## src/rtl/boundary_tag_heap_allocator_macros.svh

```systemverilog
// assertion macros shared by the heap allocator rtl
`ifndef BOUNDARY_TAG_HEAP_ALLOCATOR_MACROS_SVH
`define BOUNDARY_TAG_HEAP_ALLOCATOR_MACROS_SVH
`ifndef SYNTHESIS
// same-cycle implication
`define BTHA_ASSERT_IMP(lbl, clk, rst_n, ante, cons) \
    lbl: assert property (@(posedge clk) disable iff (!rst_n) (ante) |-> (cons)) \
        else $error("heap allocator check failed");
// next-cycle implication
`define BTHA_ASSERT_NXT(lbl, clk, rst_n, ante, cons) \
    lbl: assert property (@(posedge clk) disable iff (!rst_n) (ante) |=> (cons)) \
        else $error("heap allocator check failed");
`else
`define BTHA_ASSERT_IMP(lbl, clk, rst_n, ante, cons)
`define BTHA_ASSERT_NXT(lbl, clk, rst_n, ante, cons)
`endif
`endif

```

## src/rtl/btha_pkg.sv

```systemverilog
// types, codes and constants of the heap allocator
package btha_pkg;

    localparam int HEAP_BYTES_DEF = 127;

    typedef enum logic [1:0] {
        ACT_ALLOC = 2'd0,
        ACT_FREE  = 2'd1,
        ACT_WRITE = 2'd2,
        ACT_READ  = 2'd3
    } t_action;

    typedef enum logic [1:0] {
        ST_OK       = 2'd0,
        ST_NO_FIT   = 2'd1,
        ST_BAD_ADDR = 2'd2
    } t_status;

    typedef enum logic [1:0] {
        TAG_HDR1 = 2'd0,
        TAG_FTR1 = 2'd1,
        TAG_HDR2 = 2'd2,
        TAG_FTR2 = 2'd3
    } t_tag_sel;

    // commands from the controller to the datapath
    typedef struct packed {
        logic     clr_step;
        logic     latch;
        logic     rd_j;
        logic     rd_end;
        logic     rd_addr;
        logic     step;
        logic     set_alloc;
        logic     set_span;
        logic     ext_end;
        logic     zero_step;
        logic     set_free_tags;
        logic     tag_wr;
        t_tag_sel tag_sel;
        logic     wr_byte;
        logic     finish;
        t_status  status;
        logic     pa_sel;
        logic     rd_sel;
    } t_dp_cmd;

    // status from the datapath to the controller
    typedef struct packed {
        t_action op;
        logic    clr_last;
        logic    j_end;
        logic    blk_ok;
        logic    blk_alloc;
        logic    fits;
        logic    split;
        logic    hit;
        logic    end_end;
        logic    nxt_free_ok;
        logic    zero_done;
        logic    addr_bad;
    } t_dp_stat;

    // boundary tag: size in the upper bits, allocated flag in bit 0
    function automatic logic [7:0] make_tag(input logic [6:0] sz, input logic al);
        return {sz, al};
    endfunction

endpackage

```

## src/rtl/btha_ram.sv

```systemverilog
// generic simple dual port ram with registered read
module btha_ram #(
    parameter int WIDTH = 8,
    parameter int DEPTH = 127
) (
    input  logic                     i_clk,
    input  logic                     i_we,
    input  logic [$clog2(DEPTH)-1:0] i_waddr,
    input  logic [WIDTH-1:0]         i_wdata,
    input  logic                     i_re,
    input  logic [$clog2(DEPTH)-1:0] i_raddr,
    output logic [WIDTH-1:0]         o_rdata
);

    logic [WIDTH-1:0] r_mem [DEPTH];
    logic [WIDTH-1:0] r_rdata;

    always_ff @(posedge i_clk) begin
        if (i_we) begin
            r_mem[i_waddr] <= i_wdata;
        end
        if (i_re) begin
            r_rdata <= r_mem[i_raddr];
        end
    end

    assign o_rdata = r_rdata;

endmodule

```

## src/rtl/btha_ctrl.sv

```systemverilog
// sequencing state machine of the heap allocator
`include "boundary_tag_heap_allocator_macros.svh"

module btha_ctrl (
    input  logic               i_clk,
    input  logic               i_rst_n,
    input  logic               start,
    output logic               busy,
    input  btha_pkg::t_dp_stat i_stat,
    output btha_pkg::t_dp_cmd  o_cmd
);

    typedef enum logic [12:0] {
        S_CLEAR   = 13'b0000000000001,
        S_IDLE    = 13'b0000000000010,
        S_WALK_RD = 13'b0000000000100,
        S_WALK_EV = 13'b0000000001000,
        S_NEXT_RD = 13'b0000000010000,
        S_NEXT_EV = 13'b0000000100000,
        S_ZERO    = 13'b0000001000000,
        S_TAG0    = 13'b0000010000000,
        S_TAG1    = 13'b0000100000000,
        S_TAG2    = 13'b0001000000000,
        S_TAG3    = 13'b0010000000000,
        S_BYTE    = 13'b0100000000000,
        S_BYTE_EV = 13'b1000000000000
    } t_state;

    t_state            r_state;
    t_state            n_state;
    btha_pkg::t_dp_cmd cmd;
    logic              is_alloc;

    assign is_alloc = (i_stat.op == btha_pkg::ACT_ALLOC);

    always_comb begin
        cmd     = '0;
        n_state = r_state;
        unique case (r_state)
            S_CLEAR: begin
                cmd.clr_step = 1'b1;
                if (i_stat.clr_last) begin
                    n_state = S_IDLE;
                end
            end
            S_IDLE: begin
                if (start) begin
                    cmd.latch = 1'b1;
                    n_state   = S_BYTE;
                end
            end
            S_WALK_RD: begin
                if (i_stat.j_end) begin
                    cmd.finish = 1'b1;
                    cmd.status = is_alloc ? btha_pkg::ST_NO_FIT : btha_pkg::ST_BAD_ADDR;
                    n_state    = S_IDLE;
                end else begin
                    cmd.rd_j = 1'b1;
                    n_state  = S_WALK_EV;
                end
            end
            S_WALK_EV: begin
                if (!i_stat.blk_ok) begin
                    cmd.finish = 1'b1;
                    cmd.status = is_alloc ? btha_pkg::ST_NO_FIT : btha_pkg::ST_BAD_ADDR;
                    n_state    = S_IDLE;
                end else if (is_alloc) begin
                    if (!i_stat.blk_alloc && i_stat.fits) begin
                        cmd.set_alloc = 1'b1;
                        n_state       = S_TAG0;
                    end else begin
                        cmd.step = 1'b1;
                        n_state  = S_WALK_RD;
                    end
                end else if (i_stat.hit) begin
                    if (i_stat.blk_alloc) begin
                        cmd.set_span = 1'b1;
                        n_state      = S_NEXT_RD;
                    end else begin
                        cmd.finish = 1'b1;
                        cmd.status = btha_pkg::ST_BAD_ADDR;
                        n_state    = S_IDLE;
                    end
                end else begin
                    cmd.step = 1'b1;
                    n_state  = S_WALK_RD;
                end
            end
            S_NEXT_RD: begin
                if (i_stat.end_end) begin
                    n_state = S_ZERO;
                end else begin
                    cmd.rd_end = 1'b1;
                    n_state    = S_NEXT_EV;
                end
            end
            S_NEXT_EV: begin
                cmd.ext_end = i_stat.nxt_free_ok;
                n_state     = S_ZERO;
            end
            S_ZERO: begin
                if (i_stat.zero_done) begin
                    cmd.set_free_tags = 1'b1;
                    n_state           = S_TAG0;
                end else begin
                    cmd.zero_step = 1'b1;
                end
            end
            S_TAG0: begin
                cmd.tag_wr  = 1'b1;
                cmd.tag_sel = btha_pkg::TAG_HDR1;
                n_state     = S_TAG1;
            end
            S_TAG1: begin
                cmd.tag_wr  = 1'b1;
                cmd.tag_sel = btha_pkg::TAG_FTR1;
                if (i_stat.split) begin
                    n_state = S_TAG2;
                end else begin
                    cmd.finish = 1'b1;
                    cmd.status = btha_pkg::ST_OK;
                    cmd.pa_sel = is_alloc;
                    n_state    = S_IDLE;
                end
            end
            S_TAG2: begin
                cmd.tag_wr  = 1'b1;
                cmd.tag_sel = btha_pkg::TAG_HDR2;
                n_state     = S_TAG3;
            end
            S_TAG3: begin
                cmd.tag_wr  = 1'b1;
                cmd.tag_sel = btha_pkg::TAG_FTR2;
                cmd.finish  = 1'b1;
                cmd.status  = btha_pkg::ST_OK;
                cmd.pa_sel  = 1'b1;
                n_state     = S_IDLE;
            end
            S_BYTE: begin
                if (i_stat.op == btha_pkg::ACT_ALLOC || i_stat.op == btha_pkg::ACT_FREE) begin
                    n_state = S_WALK_RD;
                end else if (i_stat.addr_bad) begin
                    cmd.finish = 1'b1;
                    cmd.status = btha_pkg::ST_BAD_ADDR;
                    n_state    = S_IDLE;
                end else if (i_stat.op == btha_pkg::ACT_WRITE) begin
                    cmd.wr_byte = 1'b1;
                    cmd.finish  = 1'b1;
                    cmd.status  = btha_pkg::ST_OK;
                    n_state     = S_IDLE;
                end else begin
                    cmd.rd_addr = 1'b1;
                    n_state     = S_BYTE_EV;
                end
            end
            S_BYTE_EV: begin
                cmd.finish = 1'b1;
                cmd.status = btha_pkg::ST_OK;
                cmd.rd_sel = 1'b1;
                n_state    = S_IDLE;
            end
            default: begin
                n_state = S_IDLE;
            end
        endcase
    end

    always_ff @(posedge i_clk) begin
        if (!i_rst_n) begin
            r_state <= S_CLEAR;
        end else begin
            r_state <= n_state;
        end
    end

    assign busy  = (r_state != S_IDLE);
    assign o_cmd = cmd;

    // a finished item always hands control back to idle
    `BTHA_ASSERT_NXT(a_finish_to_idle, i_clk, i_rst_n, cmd.finish, r_state == S_IDLE)

endmodule

```

## src/rtl/btha_dp.sv

```systemverilog
// heap store, walk registers and result registers of the heap allocator
`include "boundary_tag_heap_allocator_macros.svh"

module btha_dp #(
    parameter int HEAP_BYTES = btha_pkg::HEAP_BYTES_DEF
) (
    input  logic               i_clk,
    input  logic               i_rst_n,
    input  logic [1:0]         i_action,
    input  logic [6:0]         i_size,
    input  logic [6:0]         i_address,
    input  logic [7:0]         i_wdata,
    input  btha_pkg::t_dp_cmd  i_cmd,
    output btha_pkg::t_dp_stat o_stat,
    output logic               o_valid,
    output logic [1:0]         o_status,
    output logic [6:0]         o_payload_addr,
    output logic [7:0]         o_rdata
);

    localparam int         AW       = $clog2(HEAP_BYTES);
    localparam logic [7:0] HEAP_END = 8'(HEAP_BYTES);
    localparam logic [7:0] INIT_TAG = 8'(HEAP_BYTES * 2);

    btha_pkg::t_action r_op;
    logic [6:0]        r_size;
    logic [6:0]        r_addr;
    logic [7:0]        r_wdata;
    logic [7:0]        r_j;
    logic [7:0]        r_prev;
    logic              r_has_prev;
    logic              r_prev_free;
    logic [7:0]        r_start;
    logic [7:0]        r_end;
    logic [7:0]        r_h;
    logic [7:0]        r_clr;
    logic [7:0]        r_b1_a;
    logic [6:0]        r_b1_sz;
    logic              r_b1_al;
    logic [7:0]        r_b2_a;
    logic [6:0]        r_b2_sz;
    logic              r_split;
    logic [6:0]        r_pa;
    logic              r_valid;
    logic [1:0]        r_status;
    logic [6:0]        r_res_pa;
    logic [7:0]        r_res_rd;

    logic [7:0] w_rd;
    logic [6:0] w_bs;
    logic [7:0] w_sum;
    logic [7:0] w_nsum;
    logic [7:0] w_need;
    logic [7:0] w_rest;
    logic [7:0] w_span_start;
    logic       w_we;
    logic [7:0] w_waddr;
    logic [7:0] w_wval;
    logic       w_re;
    logic [7:0] w_raddr;

    // header under evaluation
    assign w_bs         = w_rd[7:1];
    assign w_sum        = r_j + {1'b0, w_bs};
    assign w_nsum       = r_end + {1'b0, w_bs};
    assign w_need       = {1'b0, r_size} + 8'd2;
    assign w_rest       = {1'b0, w_bs} - w_need;
    assign w_span_start = (r_has_prev && r_prev_free) ? r_prev : r_j;

    assign o_stat.op          = r_op;
    assign o_stat.clr_last    = (r_clr == HEAP_END - 8'd1);
    assign o_stat.j_end       = (r_j >= HEAP_END);
    assign o_stat.blk_ok      = (w_bs >= 7'd2) && (w_sum <= HEAP_END);
    assign o_stat.blk_alloc   = w_rd[0];
    assign o_stat.fits        = ({1'b0, w_bs} >= w_need);
    assign o_stat.split       = r_split;
    assign o_stat.hit         = ((r_j + 8'd1) == {1'b0, r_addr});
    assign o_stat.end_end     = (r_end >= HEAP_END);
    assign o_stat.nxt_free_ok = (w_bs >= 7'd2) && (w_nsum <= HEAP_END) && !w_rd[0];
    assign o_stat.zero_done   = ((r_h + 8'd1) >= r_end);
    assign o_stat.addr_bad    = ({1'b0, r_addr} >= HEAP_END);

    // write port select
    always_comb begin
        w_we    = 1'b1;
        w_waddr = r_j;
        w_wval  = 8'd0;
        priority if (i_cmd.clr_step) begin
            w_waddr = r_clr;
            w_wval  = (r_clr == 8'd0 || r_clr == HEAP_END - 8'd1) ? INIT_TAG : 8'd0;
        end else if (i_cmd.zero_step) begin
            w_waddr = r_h;
        end else if (i_cmd.tag_wr) begin
            unique case (i_cmd.tag_sel)
                btha_pkg::TAG_HDR1: begin
                    w_waddr = r_b1_a;
                    w_wval  = btha_pkg::make_tag(r_b1_sz, r_b1_al);
                end
                btha_pkg::TAG_FTR1: begin
                    w_waddr = r_b1_a + {1'b0, r_b1_sz} - 8'd1;
                    w_wval  = btha_pkg::make_tag(r_b1_sz, r_b1_al);
                end
                btha_pkg::TAG_HDR2: begin
                    w_waddr = r_b2_a;
                    w_wval  = btha_pkg::make_tag(r_b2_sz, 1'b0);
                end
                btha_pkg::TAG_FTR2: begin
                    w_waddr = r_b2_a + {1'b0, r_b2_sz} - 8'd1;
                    w_wval  = btha_pkg::make_tag(r_b2_sz, 1'b0);
                end
                default: begin
                    w_waddr = r_b1_a;
                end
            endcase
        end else if (i_cmd.wr_byte) begin
            w_waddr = {1'b0, r_addr};
            w_wval  = r_wdata;
        end else begin
            w_we = 1'b0;
        end
    end

    // read port select
    always_comb begin
        w_re = i_cmd.rd_j || i_cmd.rd_end || i_cmd.rd_addr;
        priority if (i_cmd.rd_end) begin
            w_raddr = r_end;
        end else if (i_cmd.rd_addr) begin
            w_raddr = {1'b0, r_addr};
        end else begin
            w_raddr = r_j;
        end
    end

    btha_ram #(
        .WIDTH (8),
        .DEPTH (HEAP_BYTES)
    ) u_heap (
        .i_clk   (i_clk),
        .i_we    (w_we),
        .i_waddr (w_waddr[AW-1:0]),
        .i_wdata (w_wval),
        .i_re    (w_re),
        .i_raddr (w_raddr[AW-1:0]),
        .o_rdata (w_rd)
    );

    // control registers
    always_ff @(posedge i_clk) begin
        if (!i_rst_n) begin
            r_clr   <= 8'd0;
            r_valid <= 1'b0;
        end else begin
            if (i_cmd.clr_step) begin
                r_clr <= r_clr + 8'd1;
            end
            r_valid <= i_cmd.finish;
        end
    end

    // walk and payload registers
    always_ff @(posedge i_clk) begin
        if (i_cmd.latch) begin
            r_op       <= btha_pkg::t_action'(i_action);
            r_size     <= i_size;
            r_addr     <= i_address;
            r_wdata    <= i_wdata;
            r_j        <= 8'd0;
            r_has_prev <= 1'b0;
        end
        if (i_cmd.step) begin
            r_prev      <= r_j;
            r_has_prev  <= 1'b1;
            r_prev_free <= !w_rd[0];
            r_j         <= w_sum;
        end
        if (i_cmd.set_alloc) begin
            r_b1_a  <= r_j;
            r_b1_sz <= (w_rest >= 8'd2) ? w_need[6:0] : w_bs;
            r_b1_al <= 1'b1;
            r_b2_a  <= r_j + w_need;
            r_b2_sz <= w_rest[6:0];
            r_split <= (w_rest >= 8'd2);
            r_pa    <= 7'(r_j + 8'd1);
        end
        if (i_cmd.set_span) begin
            r_start <= w_span_start;
            r_h     <= w_span_start + 8'd1;
            r_end   <= w_sum;
        end
        if (i_cmd.ext_end) begin
            r_end <= w_nsum;
        end
        if (i_cmd.zero_step) begin
            r_h <= r_h + 8'd1;
        end
        if (i_cmd.set_free_tags) begin
            r_b1_a  <= r_start;
            r_b1_sz <= 7'(r_end - r_start);
            r_b1_al <= 1'b0;
            r_split <= 1'b0;
        end
        if (i_cmd.finish) begin
            r_status <= i_cmd.status;
            r_res_pa <= i_cmd.pa_sel ? r_pa : 7'd0;
            r_res_rd <= i_cmd.rd_sel ? w_rd : 8'd0;
        end
    end

    assign o_valid        = r_valid;
    assign o_status       = r_status;
    assign o_payload_addr = r_res_pa;
    assign o_rdata        = r_res_rd;

    // no write ever lands outside the heap
    `BTHA_ASSERT_IMP(a_write_in_heap, i_clk, i_rst_n, w_we, w_waddr < HEAP_END)
    // a failed action returns no address and no data
    `BTHA_ASSERT_IMP(a_fail_zero, i_clk, i_rst_n, r_valid && r_status != btha_pkg::ST_OK, r_res_pa == 7'd0 && r_res_rd == 8'd0)

endmodule

```

## src/rtl/boundary_tag_heap_allocator.sv

```systemverilog
// top level of the boundary tag heap allocator
//
// usage:
//   an action transfer is taken at a rising edge with start high and busy low;
//   i_action selects allocate, free, write byte or read byte, with i_size,
//   i_address and i_wdata as operands
//   every action gives exactly one result transfer: o_valid is high for one
//   cycle with o_status, o_payload_addr and o_rdata; the receiver cannot stall
//   busy drops in the cycle the result is shown, so the next action can go in
// steps, one action at a time:
//   write or failed byte access: latch, then write or refusal; read byte: latch, read, result
//   allocate: a header read and an evaluation per block walked plus 2 or 4 tag writes
//   free: walk as above, one write per cleared byte, 2 tag writes
//   the steps follow from the single read and single write port of the heap
//   store: the walk needs a header read per block, the clear a write per byte
// reset:
//   synchronous, active low; afterwards a clearing pass over every heap byte
//   writes one free block spanning the heap, with busy high all along
module boundary_tag_heap_allocator #(
    parameter int HEAP_BYTES = btha_pkg::HEAP_BYTES_DEF
) (
    input  logic       i_clk,
    input  logic       i_rst_n,
    input  logic       start,
    output logic       busy,
    input  logic [1:0] i_action,
    input  logic [6:0] i_size,
    input  logic [6:0] i_address,
    input  logic [7:0] i_wdata,
    output logic       o_valid,
    output logic [1:0] o_status,
    output logic [6:0] o_payload_addr,
    output logic [7:0] o_rdata
);

`include "boundary_tag_heap_allocator_macros.svh"

    btha_pkg::t_dp_cmd  cmd;
    btha_pkg::t_dp_stat stat;

    // sequencer: clearing pass, block walk, merge, tag writes, byte accesses
    btha_ctrl u_ctrl (
        .i_clk   (i_clk),
        .i_rst_n (i_rst_n),
        .start   (start),
        .busy    (busy),
        .i_stat  (stat),
        .o_cmd   (cmd)
    );

    // heap store plus walk and result registers
    btha_dp #(
        .HEAP_BYTES (HEAP_BYTES)
    ) u_dp (
        .i_clk          (i_clk),
        .i_rst_n        (i_rst_n),
        .i_action       (i_action),
        .i_size         (i_size),
        .i_address      (i_address),
        .i_wdata        (i_wdata),
        .i_cmd          (cmd),
        .o_stat         (stat),
        .o_valid        (o_valid),
        .o_status       (o_status),
        .o_payload_addr (o_payload_addr),
        .o_rdata        (o_rdata)
    );

    // results are single-cycle strobes, never back to back
    `BTHA_ASSERT_NXT(a_valid_single, i_clk, i_rst_n, o_valid, !o_valid)
    // an accepted action keeps the block busy in the next cycle
    `BTHA_ASSERT_NXT(a_accept_busy, i_clk, i_rst_n, start && !busy, busy)

endmodule

```

## config.mk

```make
export PLATFORM = sky130hd
export DESIGN_NAME = boundary_tag_heap_allocator
export DESIGN_NICKNAME = d
export VERILOG_FILES = /design/src/rtl/btha_pkg.sv /design/src/rtl/btha_ram.sv /design/src/rtl/btha_ctrl.sv /design/src/rtl/btha_dp.sv /design/src/rtl/boundary_tag_heap_allocator.sv
export VERILOG_INCLUDE_DIRS = /design/src /design/src/rtl
export SDC_FILE = /design/constraint.sdc
export NUM_CORES = 2
export LEC_CHECK = 0
export BUFFER_PORTS_ARGS = -buffer_cell sky130_fd_sc_hd__buf_2
export CAP_MARGIN = 20
export CORE_UTILIZATION = 65
export CTS_CLUSTER_DIAMETER = 40
export CTS_CLUSTER_SIZE = 28
export DETAILED_ROUTE_END_ITERATION = 6
export PLACE_DENSITY = 0.8
export REMOVE_ABC_BUFFERS = 1
export SLEW_MARGIN = 5
export SYNTH_ARGS = -nofsm -noshare
export SYNTH_HDL_FRONTEND = slang
export SYNTH_SLANG_ARGS = --single-unit
```

## constraint.sdc

```tcl
create_clock -name i_clk -period 12.2 [get_ports i_clk]
set_input_delay 0.61 -clock i_clk [delete_from_list [all_inputs] [get_ports i_clk]]
set_output_delay 0.61 -clock i_clk [all_outputs]
set_load 0.005 [all_outputs]
```

==> run summary <==
# H-tree levels - 4
# clock sinks - 1165
# hold bufs at CTS - 0
Synth Area in Compound Gates - 6.780%
failing checks - DRC
port bufs - 45
worst-margin pin slew - 1.071 ns
crit path from - u_dp.r_end[1]$_DFFE_PP_
I/O pin count - 46
full die area - 78290 sq um
final core utilization - 73.40%
Post-route DRC - 4
Reg clk slew, reported paths - 0.07 ns
maximum vdd drop - 0.1921 mV
area of the mapped netlist - 50160 sq um
arrival time worst endpoint - 6.85 ns
Worst Path Required - 12.78 ns
worst skew pair latency - 0.75 ns
largest family of logic cells by synthesized area - simple AND/OR/NAND/NOR gates
share of cells above drive strength 1 - 10.49%
Initial Utilization - 65.83%
Fin Setup TNS - 0 ns
CTS tree - done
YS warnings - 0
final layout net count - 3896
mean area per synthesized cell - 13.34 sq um
crit path capture type - register
die width - 279.8 um
final-report hold violation count - 0
r2r setup slk - 5.93 ns
Cells after Synth - 3760
drt pass-1 iters - 7
antenna violations before repair - 4
final worst-path cycle share - 51.40%
initial DRC count - 4893
Synth Area in Adders - 2.025%
hold_sp - i_wdata[3]
vias in the first global route - 32.27k
cts repair resizes - 0
pwr dens - 187.1 nW/um^2
Post-DP HPWL - 82620 um
crit start category - register
first-pass GRT wire length - 204300 um
LEAKAGE - 19.43 nW
Post-Synth XOR/XNOR Area - 1.257%
vias per cell - 6.750
Post-Place Worst Slack - 6.100 ns
final worst slack - 5.929 ns
register area share after synthesis - 69.24%
top_reg_cell synth - edfxtp_1
Slew headroom - 26.72%
WS Path Type - register to register
multiplexer share of the synthesized area - 6.026%
root buf cell - clkbuf_16
core area - 76200 sq um
total congestion overflow - 0
Hold WC Path Type - input port to register
Routability Congestion - 0.9780
synthesis-stage register bit count - 1165
asr flop ratio synth - 0%
Routed Antenna Nets - 0
Pwr Total - 10.47 mW
post-DR wirelength/cell - 28.27 um
P&R area growth vs syn - 11.51%
via count - 33.30k
largest net degree at the start of global routing - 170
row cnt - 101
CTS Buffer Depth - 3
maxcap violations - 0
status - complete, but fails checks
simple-gate share of the synthesized area - 11.98%
clock skew - 0.04537 ns
Post-synth EDFFs - 1140
Max Clock Freq - 0.1595 GHz
Inserted Clock Buffers - 133
Tmin final - 6.271 ns
Die Span Y - 279.8 um
distinct cell type count after synthesis - 89
Worst Hold Slack - 0.06364 ns
Setup Fix Bufs, Post-CTS - 0
Setup-failing EPs final - 0
global-route usage over all layers - 35.95%
RSZ-0062 raised after global routing - false
reg2reg start - u_dp.r_end[1]$_DFFE_PP_
Pins Over Slew Limit - 0
routed wire length - 139500 um
CP Max Fanout - 121
[per-layer routing]
metal	track usage (%)	up-vias	routed length, um
met1	46.95	16065	48550
met3	8.482	585	17640
met2	54.85	2525	63570
met4	22.60	4	9669
met5	0	-	31
li1	-	14125	-
[critical path, stage by stage (launching register included)]
cell and delay [ns]:
edfxtp_1 0.54, and3_1 0.28, a311oi_1 0.52, nand2_1 0.47, o22ai_4 0.28, buf_4 0.42, buf_4 0.70, buf_12 0.61
nor2_2 0.37, nand3_1 0.20, a31oi_1 0.14, nor4_1 0.77, o21ai_1 0.49, a32oi_1 0.27
[cell usage after synthesis, types with 21 or more instances]
master | number | area, sq um
edfxtp_1 | 1140 | 34230
nand2_1 | 621 | 2331
nand3_1 | 283 | 1416
mux2i_1 | 275 | 2753
nor2_1 | 204 | 765.7
a21oi_1 | 195 | 975.9
inv_1 | 104 | 390.4
buf_2 | 90 | 450.4
clkbuf_1 | 78 | 292.8
ha_1 | 70 | 875.8
o21ai_0 | 68 | 340.3
xnor2_1 | 50 | 437.9
o221ai_1 | 45 | 394.1
o22ai_1 | 32 | 200.2
a31oi_1 | 31 | 193.9
nor3_1 | 31 | 155.2
dfxtp_1 | 25 | 500.5
and2_1 | 24 | 150.1
nor4_1 | 24 | 150.1
xor2_1 | 22 | 192.7
buf_1 | 21 | 78.83
[per-stage QoR]
stage          area, sq um  std cells
6_report             55930       4934
5_1_grt              55930       4931
4_1_cts              55920       4930
3_5_place_dp         51370       4687
3_3_place_gp         51370       4687
2_1_floorplan        49210       3556
[registers in the layout, indices dropped and copies added, names as in the netlist, 8 cells and up]
| name | cells |
|---|---|
| u_dp.o_rdata | 8 |
| u_dp.r_j | 8 |
| u_dp.r_wdata | 8 |
| u_dp.u_heap.o_rdata | 8 |
| u_dp.r_h | 8 |
| u_dp.r_clr | 8 |
| u_dp.r_end | 8 |
| u_dp.u_heap.r_mem | 1016 |
| u_ctrl.r_state | 13 |
| u_dp.r_prev | 8 |
[cells in the final DEF (no fill, tap or decap), types with 10 or more instances in the layout]
cell type and n:
mux2i_1 275, nand2b_1 10, a31oi_1 31, clkinv_4 13, ha_1 70, o21a_1 12, nor4_1 23, clkinvlp_4 19
edfxtp_1 1140, inv_1 104, buf_2 45, a32oi_1 11, inv_6 15, xnor2_1 50, nand4_1 18, nand2_1 613
bufinv_16 13, clkbuf_16 138, nor2_2 19, mux2_2 13, xor2_1 22, and2_1 24, nor2_1 202, buf_4 52
a21o_1 16, nand3_1 283, o221ai_1 45, clkbuf_1 18, nor3_1 31, dfxtp_1 25, a21oi_1 195, o21ai_0 65
or3_1 10, o21bai_1 12, and3_1 13, nor2b_1 10, o22ai_1 31, a22oi_1 12
[final timing paths]
kind	endpoint	cells past startpoint
worst min-delay path	u_dp.r_wdata[3]$_DFFE_PP_	1
worst min register to register	u_dp.r_has_prev$_SDFFE_PP1P_	2
worst max-delay path	u_dp.u_heap.o_rdata[2]$_DFFE_PP_	13
worst max register to register	u_dp.u_heap.o_rdata[2]$_DFFE_PP_	13
[kinds of logic after synthesis]
group                      after synthesis
adders and majority gates               77
AOI/OAI and AO/OA                      524
DFF                                   1165
buffers and inverters                  310
and+or+nand+nor                       1317
xor gates and xnor gates                72
other                                    1
muxes                                  294
[area by class of cell]
cell class                      instances  area, sq um
Sequential cell                      1165        34730
Fill cell                            4757        20270
Multi-Input combinational cell       2285        14260
Clock buffer                          158         3548
Tap cell                             1030         1289
Clock inverter                         85         1001
Timing Repair Buffer                  101        695.7
Inverter                              106        397.9
Antenna cell                            4        10.01
[power by group]
group          switching, mW  internal, mW
clock                   1.68          2.40
combinational           1.10         0.140
sequential            0.0324          5.11
total                   2.81          7.65
No activity file was read; power rests on OpenSTA's default activity.
